**src/smx_pkg.sv**
```systemverilog
// ----------------------------------------------------------------------------
// smx_pkg
// shared constants, opcodes and types of the stack machine executor
// ----------------------------------------------------------------------------
package smx_pkg;

  localparam int STACK_DEPTH   = 1024;
  localparam int DISPLAY_DEPTH = 8;
  localparam int PROGRAM_DEPTH = 4096;

  localparam int AW      = $clog2(STACK_DEPTH);
  localparam int SP_W    = AW + 1;
  localparam int DISP_AW = (DISPLAY_DEPTH > 1) ? $clog2(DISPLAY_DEPTH) : 1;
  localparam int FA_W    = SP_W + 2;

  localparam int KIND_W  = 5;
  localparam int LEVEL_W = 3;
  localparam int OFF_W   = 11;
  localparam int DATA_W  = 32;
  localparam int PC_W    = 12;
  localparam int ST_W    = 2;

  localparam logic [KIND_W-1:0] OP_CRCT = 5'd0;
  localparam logic [KIND_W-1:0] OP_SOMA = 5'd1;
  localparam logic [KIND_W-1:0] OP_SUBT = 5'd2;
  localparam logic [KIND_W-1:0] OP_MULT = 5'd3;
  localparam logic [KIND_W-1:0] OP_DIVI = 5'd4;
  localparam logic [KIND_W-1:0] OP_INVR = 5'd5;
  localparam logic [KIND_W-1:0] OP_CONJ = 5'd6;
  localparam logic [KIND_W-1:0] OP_DISJ = 5'd7;
  localparam logic [KIND_W-1:0] OP_NEGA = 5'd8;
  localparam logic [KIND_W-1:0] OP_CMME = 5'd9;
  localparam logic [KIND_W-1:0] OP_CMMA = 5'd10;
  localparam logic [KIND_W-1:0] OP_CMIG = 5'd11;
  localparam logic [KIND_W-1:0] OP_CMDG = 5'd12;
  localparam logic [KIND_W-1:0] OP_CMEG = 5'd13;
  localparam logic [KIND_W-1:0] OP_CMAG = 5'd14;
  localparam logic [KIND_W-1:0] OP_DSVS = 5'd15;
  localparam logic [KIND_W-1:0] OP_DSVF = 5'd16;
  localparam logic [KIND_W-1:0] OP_NADA = 5'd17;
  localparam logic [KIND_W-1:0] OP_LEIT = 5'd18;
  localparam logic [KIND_W-1:0] OP_IMPR = 5'd19;
  localparam logic [KIND_W-1:0] OP_INPP = 5'd20;
  localparam logic [KIND_W-1:0] OP_AMEM = 5'd21;
  localparam logic [KIND_W-1:0] OP_PARA = 5'd22;
  localparam logic [KIND_W-1:0] OP_CRVL = 5'd23;
  localparam logic [KIND_W-1:0] OP_ARMZ = 5'd24;
  localparam logic [KIND_W-1:0] OP_CHPR = 5'd25;
  localparam logic [KIND_W-1:0] OP_ENPR = 5'd26;
  localparam logic [KIND_W-1:0] OP_DMEM = 5'd27;
  localparam logic [KIND_W-1:0] OP_RTPR = 5'd28;
  localparam logic [KIND_W-1:0] OP_CRVI = 5'd29;
  localparam logic [KIND_W-1:0] OP_ARMI = 5'd30;
  localparam logic [KIND_W-1:0] OP_CREN = 5'd31;

  localparam logic [ST_W-1:0] ST_OK    = 2'd0;
  localparam logic [ST_W-1:0] ST_DIV0  = 2'd1;
  localparam logic [ST_W-1:0] ST_STACK = 2'd2;
  localparam logic [ST_W-1:0] ST_ADDR  = 2'd3;

  typedef struct packed {
    logic              start;
    logic [KIND_W-1:0] op;
  } smx_alu_req_t;

  typedef struct packed {
    logic busy;
    logic done;
  } smx_alu_rsp_t;

endpackage

```
**src/smx_alu.sv**
```systemverilog
// ----------------------------------------------------------------------------
// smx_alu
// shared arithmetic and compare unit with an iterative signed divider
// ----------------------------------------------------------------------------
module smx_alu (
  input  logic                         clk,
  input  logic                         rst_n,
  input  smx_pkg::smx_alu_req_t        req,
  input  logic [smx_pkg::DATA_W-1:0]   x,
  input  logic [smx_pkg::DATA_W-1:0]   y,
  output logic [smx_pkg::DATA_W-1:0]   result,
  output logic [smx_pkg::DATA_W-1:0]   quotient,
  output smx_pkg::smx_alu_rsp_t        rsp
);

  localparam int DW = smx_pkg::DATA_W;

  logic [DW-1:0]          rem_r, rem_nxt;
  logic [DW-1:0]          quo_r, quo_nxt;
  logic [DW-1:0]          dv_r, dv_nxt;
  logic                   neg_r, neg_nxt;
  logic [$clog2(DW)-1:0]  cnt_r, cnt_nxt;
  logic                   busy_r, busy_nxt;
  logic                   done_r, done_nxt;
  logic [DW:0]            shifted;
  logic [DW:0]            diff;
  logic [2*DW-1:0]        prod;
  logic signed [DW-1:0]   sx, sy;

  assign sx   = $signed(x);
  assign sy   = $signed(y);
  assign prod = x * y;

  always_comb begin
    result = '0;
    unique case (req.op)
      smx_pkg::OP_SOMA: result = x + y;
      smx_pkg::OP_SUBT: result = x - y;
      smx_pkg::OP_MULT: result = prod[DW-1:0];
      smx_pkg::OP_CONJ: result = DW'(x == DW'(1) && y == DW'(1));
      smx_pkg::OP_DISJ: result = DW'(x == DW'(1) || y == DW'(1));
      smx_pkg::OP_CMME: result = DW'(sx < sy);
      smx_pkg::OP_CMMA: result = DW'(sx > sy);
      smx_pkg::OP_CMIG: result = DW'(sx == sy);
      smx_pkg::OP_CMDG: result = DW'(sx != sy);
      smx_pkg::OP_CMEG: result = DW'(sx <= sy);
      smx_pkg::OP_CMAG: result = DW'(sx >= sy);
      default:          result = '0;
    endcase
  end

  assign shifted = {rem_r, quo_r[DW-1]};
  assign diff    = shifted - {1'b0, dv_r};

  always_comb begin
    rem_nxt  = rem_r;
    quo_nxt  = quo_r;
    dv_nxt   = dv_r;
    neg_nxt  = neg_r;
    cnt_nxt  = cnt_r;
    busy_nxt = busy_r;
    done_nxt = done_r;
    if (req.start) begin
      rem_nxt  = '0;
      quo_nxt  = x[DW-1] ? -x : x;
      dv_nxt   = y[DW-1] ? -y : y;
      neg_nxt  = x[DW-1] ^ y[DW-1];
      cnt_nxt  = '0;
      busy_nxt = 1'b1;
      done_nxt = 1'b0;
    end else if (busy_r) begin
      if (!diff[DW]) begin
        rem_nxt = diff[DW-1:0];
        quo_nxt = {quo_r[DW-2:0], 1'b1};
      end else begin
        rem_nxt = shifted[DW-1:0];
        quo_nxt = {quo_r[DW-2:0], 1'b0};
      end
      cnt_nxt = cnt_r + 1'b1;
      if (cnt_r == $clog2(DW)'(DW - 1)) begin
        busy_nxt = 1'b0;
        done_nxt = 1'b1;
      end
    end
  end

  always_ff @(posedge clk) begin
    rem_r <= rem_nxt;
    quo_r <= quo_nxt;
    dv_r  <= dv_nxt;
    neg_r <= neg_nxt;
    cnt_r <= cnt_nxt;
    if (!rst_n) begin
      busy_r <= 1'b0;
      done_r <= 1'b0;
    end else begin
      busy_r <= busy_nxt;
      done_r <= done_nxt;
    end
  end

  assign quotient = neg_r ? -quo_r : quo_r;
  assign rsp.busy = busy_r;
  assign rsp.done = done_r;

  div_no_restart: assert property (@(posedge clk) disable iff (!rst_n)
    busy_r |-> !req.start)
    else $error("divider restarted while busy");

endmodule

```
**config.mk**
```make
export PLATFORM = sky130hd
export DESIGN_NAME = smx_alu
export DESIGN_NICKNAME = d
export VERILOG_FILES = /design/src/smx_pkg.sv /design/src/smx_alu.sv
export SDC_FILE = /design/constraint.sdc
export NUM_CORES = 2
export LEC_CHECK = 0
export ABC_CLOCK_PERIOD_IN_PS = 8500
export BUFFER_PORTS_ARGS = -buffer_cell sky130_fd_sc_hd__buf_4
export CORE_UTILIZATION = 40
export CTS_CLUSTER_SIZE = 40
export DETAILED_ROUTE_END_ITERATION = 8
export MAX_ROUTING_LAYER = met4
export PLACE_DENSITY = 0.56
export SLEW_MARGIN = 20
export SYNTH_ARGS = -nofsm -noshare
export SYNTH_HDL_FRONTEND = slang
export SYNTH_SLANG_ARGS = --single-unit
```
**constraint.sdc**
```tcl
create_clock -name clk -period 8.5 [get_ports clk]
set_clock_uncertainty 0.05 [all_clocks]
set_input_delay 0.85 -clock clk [delete_from_list [all_inputs] [get_ports clk]]
set_output_delay 0.85 -clock clk [all_outputs]
set_load 0.01 [all_outputs]
```
After elaboration in Yosys (flattened, before gate mapping)
Index checks and enable logic that the tools add are counted.
{"block": "word_totals", "in_bits": 72, "regBits": 104, "word_cells": 54, "out_inout_bits": 66}
{"block": "op_classes", "bitwise": 2, "magnitude_cmp": 4, "n_eq_ne": 16, "addsub": 7, "n_mul": 1, "n_reduce_logical": 5, "n_mux": 11}
{"operator": "case mux 32 bit (11 select lines)", "n": 1}
{"operator": "2-to-1 mux 32 bit", "n": 5}
{"operator": "negation 32 bit", "n": 3}
{"operator": "== test 32 x 1 -> 1 bit, second input constant", "n": 2}
{"operator": "subtractor 33 x 32 -> 33 bit", "n": 1}
{"operator": "adder 32 bit", "n": 1}
{"operator": "== test 32 bit", "n": 1}
{"operator": ">= comparator 32 bit", "n": 1}
{"operator": "greater-than comparator 32 bit", "n": 1}
{"operator": "<= comparator 32 bit", "n": 1}
{"operator": "< comparator 32 bit", "n": 1}
{"operator": "multiplier 32 x 32 -> 32 bit", "n": 1}
{"operator": "!= test 32 bit", "n": 1}
{"operator": "subtractor 32 bit", "n": 1}
{"operator": "2-to-1 mux 31 bit", "n": 1}
{"operator": "== test 5 x 4 -> 1 bit, second input constant", "n": 6}
{"operator": "== test 5 x 2 -> 1 bit, second input constant", "n": 2}
{"operator": "== test 5 x 3 -> 1 bit, second input constant", "n": 2}
{"operator": "adder 5 x 1 -> 5 bit, second input constant", "n": 1}
{"operator": "== test 5 x 1 -> 1 bit, second input constant", "n": 1}
{"operator": "== test 5 bit, second input constant", "n": 1}
{"operator": "2-to-1 mux 1 bit", "n": 4}
{"operator": "AND reduction 2 bit", "n": 1}
{"operator": "nonzero test 2 bit", "n": 1}
{"operator": "other kinds (5)", "n": 5}

Logic depth before layout (Yosys ltp)
{"block": "depth", "depth_word": 4, "ltp_mapped": 28, "depth_no_buf": 26}

Worst setup path before layout
Ideal clock, no wire load.
{"block": "synth_timing", "path_type": "input-to-output", "startpoint": "in y[6] (netlist bit)", "endpoint": "out result[29] (netlist bit)", "t_arrival_ns": 7.464, "required_ns": 7.600, "setup_slack_ns": 0.136, "path_buffers": 2, "stages": 26, "path_cell_list": "clkbuf_1 clkbuf_1 and2_1 fa_1 fa_1 fa_1 inv_1 fa_1 inv_1 fa_1 inv_1 fa_1 inv_1 fa_1 fa_1 ha_1 a21o_1 a21o_1 a21oi_1 o21ai_0 a41oi_1 o2111ai_1 a21oi_1 o21ai_1 xnor2_1 o22ai_1"}
{"block": "synth_via", "elab_chain_cells": 2, "elab_cells_between_ends": 4, "classes_between": "add/sub: 2; mul: 1; mux: 1"}
{"item": "from (decl)", "line_no": "smx_alu.sv:10", "source": "input logic [smx_pkg::DATA_W-1:0] y,"}
{"item": "multiplier 32 x 32 -> 32 bit (tied with other cells)", "line_no": "smx_alu.sv:32", "source": "assign prod = x * y;"}
{"item": "case mux 32 bit (11 select lines) *", "line_no": "smx_alu.sv:36", "source": "unique case (req.op)"}
{"item": "to (decl)", "line_no": "smx_alu.sv:11", "source": "output logic [smx_pkg::DATA_W-1:0] result,"}
Mark *: on every way between the ends. The rest lies on a longest branch, timed or not.

Final worst setup path
{"block": "layout_timing", "startpoint": "in y[13] (netlist bit)", "endpoint": "out result[30] (netlist bit)"}
The elaborated chain is that of the path after synthesis.

==> metrics.txt <==
Syn Inst Count=3155; Seq. cell area=2730 um2; Primary FF master, synth=edfxtp_1; sequential area share after synthesis=10.1%; Clock Root Buffer=clkbuf_16; # rows=94; #FFs+latches synth=104; Syn Area/Cell=8.55 um2; global-route wire length before repair=151 mm; cts bufs inserted=9; Net Count, Synth=3863; Post-Synth Adder-Cell Area=40.9%; Place WS=-342 ps; crit start category=input pin; unrepaired setup endpoints after global routing=true; worst-case headroom to the max-slew limit=31.5%; share of layout cells above drive strength 1=16.3%; hpwl dp=84.0 mm; Max Cap Viol=0; drt first pass iters=5; Final Cycle Share=101%; Worst Setup End Kind=primary output; Clock Sinks=104; # H-tree levels=3; Global Route Usage Sum=30.6%; Synth Area in Simple Gates=17.9%; Mapped Area=27000 um2; worst-path fanout max=8; Final nets=4077; mux share of post-synthesis cell area=1.30%; number of global-route vias before repair=24.2k; largest family of logic cells by synthesized area=adder cells; CTS tree=yes; wire per inst=23.8 um; Clk pin slew, worst setup/hold paths=70 ps; # IOs=138; initial antenna violation count=6; FFs w/ async S/R, synth=0%; status=complete, but fails checks; Commonest cells post-synth=482 x inv_1, 411 x fa_1, 296 x nand2_1, 258 x and2_1, 225 x ha_1; crit path DAT=7640 ps; Synth cell types=88; Critical Path RT=7600 ps; Setup CP Type=in -> out; fmax=117 MHz; worst setup margin=-42.8 ps; fill cell count=6477; vias per cell=5.56; # DRC=0; Post-synth EDFFs=65; Die Height=262 um; layout overhead on the synthesized area=16.9%; setup violators final=1; post-synth top area cell=fa_1; Die W=262 um; final hold vios=0; min-delay src=rem_r[11]; minimum clock period=8540 ps; origin of the critical flop-to-flop path=quo_r[31]; CP Launch Point=y[13]; grt ovf=0; failing checks=negative setup slack; routed vias=23.6k; core area=66200 um2; Synth Area in Compound Gates=13.5%; CTS max path bufs=2; 1st-iter DRT viols=1845; IO buf count=137; actual slew at the worst max-slew pin=1030 ps; multi-input gate area in the final layout=22300 um2; HP Class=reg -> reg; WL final=101 mm; Routability Congestion=1.00; Synthesis Warnings=0; share of the synthesized area in the top cell type=30.5%; post-synthesis xor/xnor area fraction=6.69%; Synth area leaders=fa_1 30%, ha_1 10%, edfxtp_1 7.2%; Final ANT Viol Nets=0; largest net degree at the start of global routing=78; cts-stage hold buffer count=0; top-count cell post-synth=inv_1; Max Transition Viols Final=0; Initial Util=40.8%; die area=68500 um2; Worst-Skew Late Latency=360 ps
[final timing paths]
| check | slack, ps | end | cells after the start |
|---|---|---|---|
| worst max-delay path | -40 | result[30] | 25 |
| worst min-delay path | 460 | rem_r[11] | 2 |
| worst max register to register | 4470 | rem_r[10] | 13 |
| worst min register to register | 460 | rem_r[11] | 2 |
[metal layers]
| layer | part of all wire (%) | GRT usage, % |
|---|---|---|
| met5 | 0 | - |
| met1 | 44 | 41.9 |
| met2 | 46 | 47.9 |
| met4 | 3.3 | 9.04 |
| met3 | 7.0 | 3.05 |
[cells in the final DEF (no fill, tap or decap), types with 18 or more instances in the layout]
cell type  Yosys  routed
o22ai_1       34      31
edfxtp_1      65      65
xor2_1        67      65
a21oi_1      133     123
a21o_1        43      43
xnor2_1      139     136
nand3_1       25      25
buf_6          4      46
o21ai_0       68      65
nand2b_1      19      18
inv_1        482     474
ha_1         225     207
nand4_1       23      23
nor3_1        28      26
o31ai_1       36      35
fa_2           0      25
and2_1       258     248
nor2_1       205     202
nand2_1      296     296
a221oi_1      20      20
fa_1         411     386
o21a_1        19      19
nor2b_1       19      19
buf_4          3     319
dfxtp_1       39      38
mux2i_1       34      34
a211oi_1      34      33
[area by class of cell]
class | count | share of cell area (%)
Antenna cell | 3 | 0.0238
Clock buffer | 11 | 0.801
Clock inverter | 5 | 0.143
Inverter | 487 | 5.81
Multi-Input combinational cell | 2380 | 70.6
Sequential cell | 104 | 8.66
Tap cell | 864 | 3.43
Timing Repair Buffer | 387 | 10.5
[state kept, by name, indices dropped and copies added (netlist names)]
signal  count
rem_r      32
dv_r       32
cnt_r       5
done_r      1
neg_r       1
quo_r      32
busy_r      1
[kinds of logic (layout without fill, tap and decap cells)]
group,Yosys count,in the layout
adders and majority gates,636,636
xor gates and xnor gates,206,206
muxes,35,35
DFF,104,104
AOI/OAI and AO/OA,538,538
other,0,3
buffers and inverters,671,890
and+or+nand+nor,965,965
[worst max-delay path, stage by stage]
cell and delay (ps):
buf_4 190, buf_4 190, and2_1 150, fa_1 490, inv_1 50, fa_1 490, fa_1 580, fa_1 450
fa_1 560, inv_1 60, fa_1 490, fa_2 560, fa_1 410, ha_1 300, buf_4 170, a21o_1 180
a21oi_2 160, buf_4 160, nor3b_4 230, a211oi_4 90, a31oi_2 210, xnor2_1 150, nand2_1 80, o211ai_1 200
buf_4 200
[what timing repair did]
action	in CTS	in global routing
resized for setup	115	88
pin swaps	66	64
setup buffers	11	5
cloned	1	0
setup endpoints to repair	10	11
[stage by stage]
stage | area [um2] | hold slack (ps) | cells | TNS [ps] | utilization [%]
2_1_floorplan | 27000 | 417 | 3155 | 0 | -
3_3_place_gp | 30200 | 431 | 4208 | -1490 | 45.6
3_5_place_dp | 30200 | 448 | 4208 | -1730 | 45.6
4_1_cts | 31100 | 457 | 4235 | -21.8 | 47.0
5_1_grt | 31500 | 480 | 4239 | -876 | 47.6
6_report | 31600 | 457 | 4241 | -42.8 | 47.7
Power is left out: the tool's default activity adds up to more than one toggle a clock period on the data nets, which glitch-free logic cannot reach.
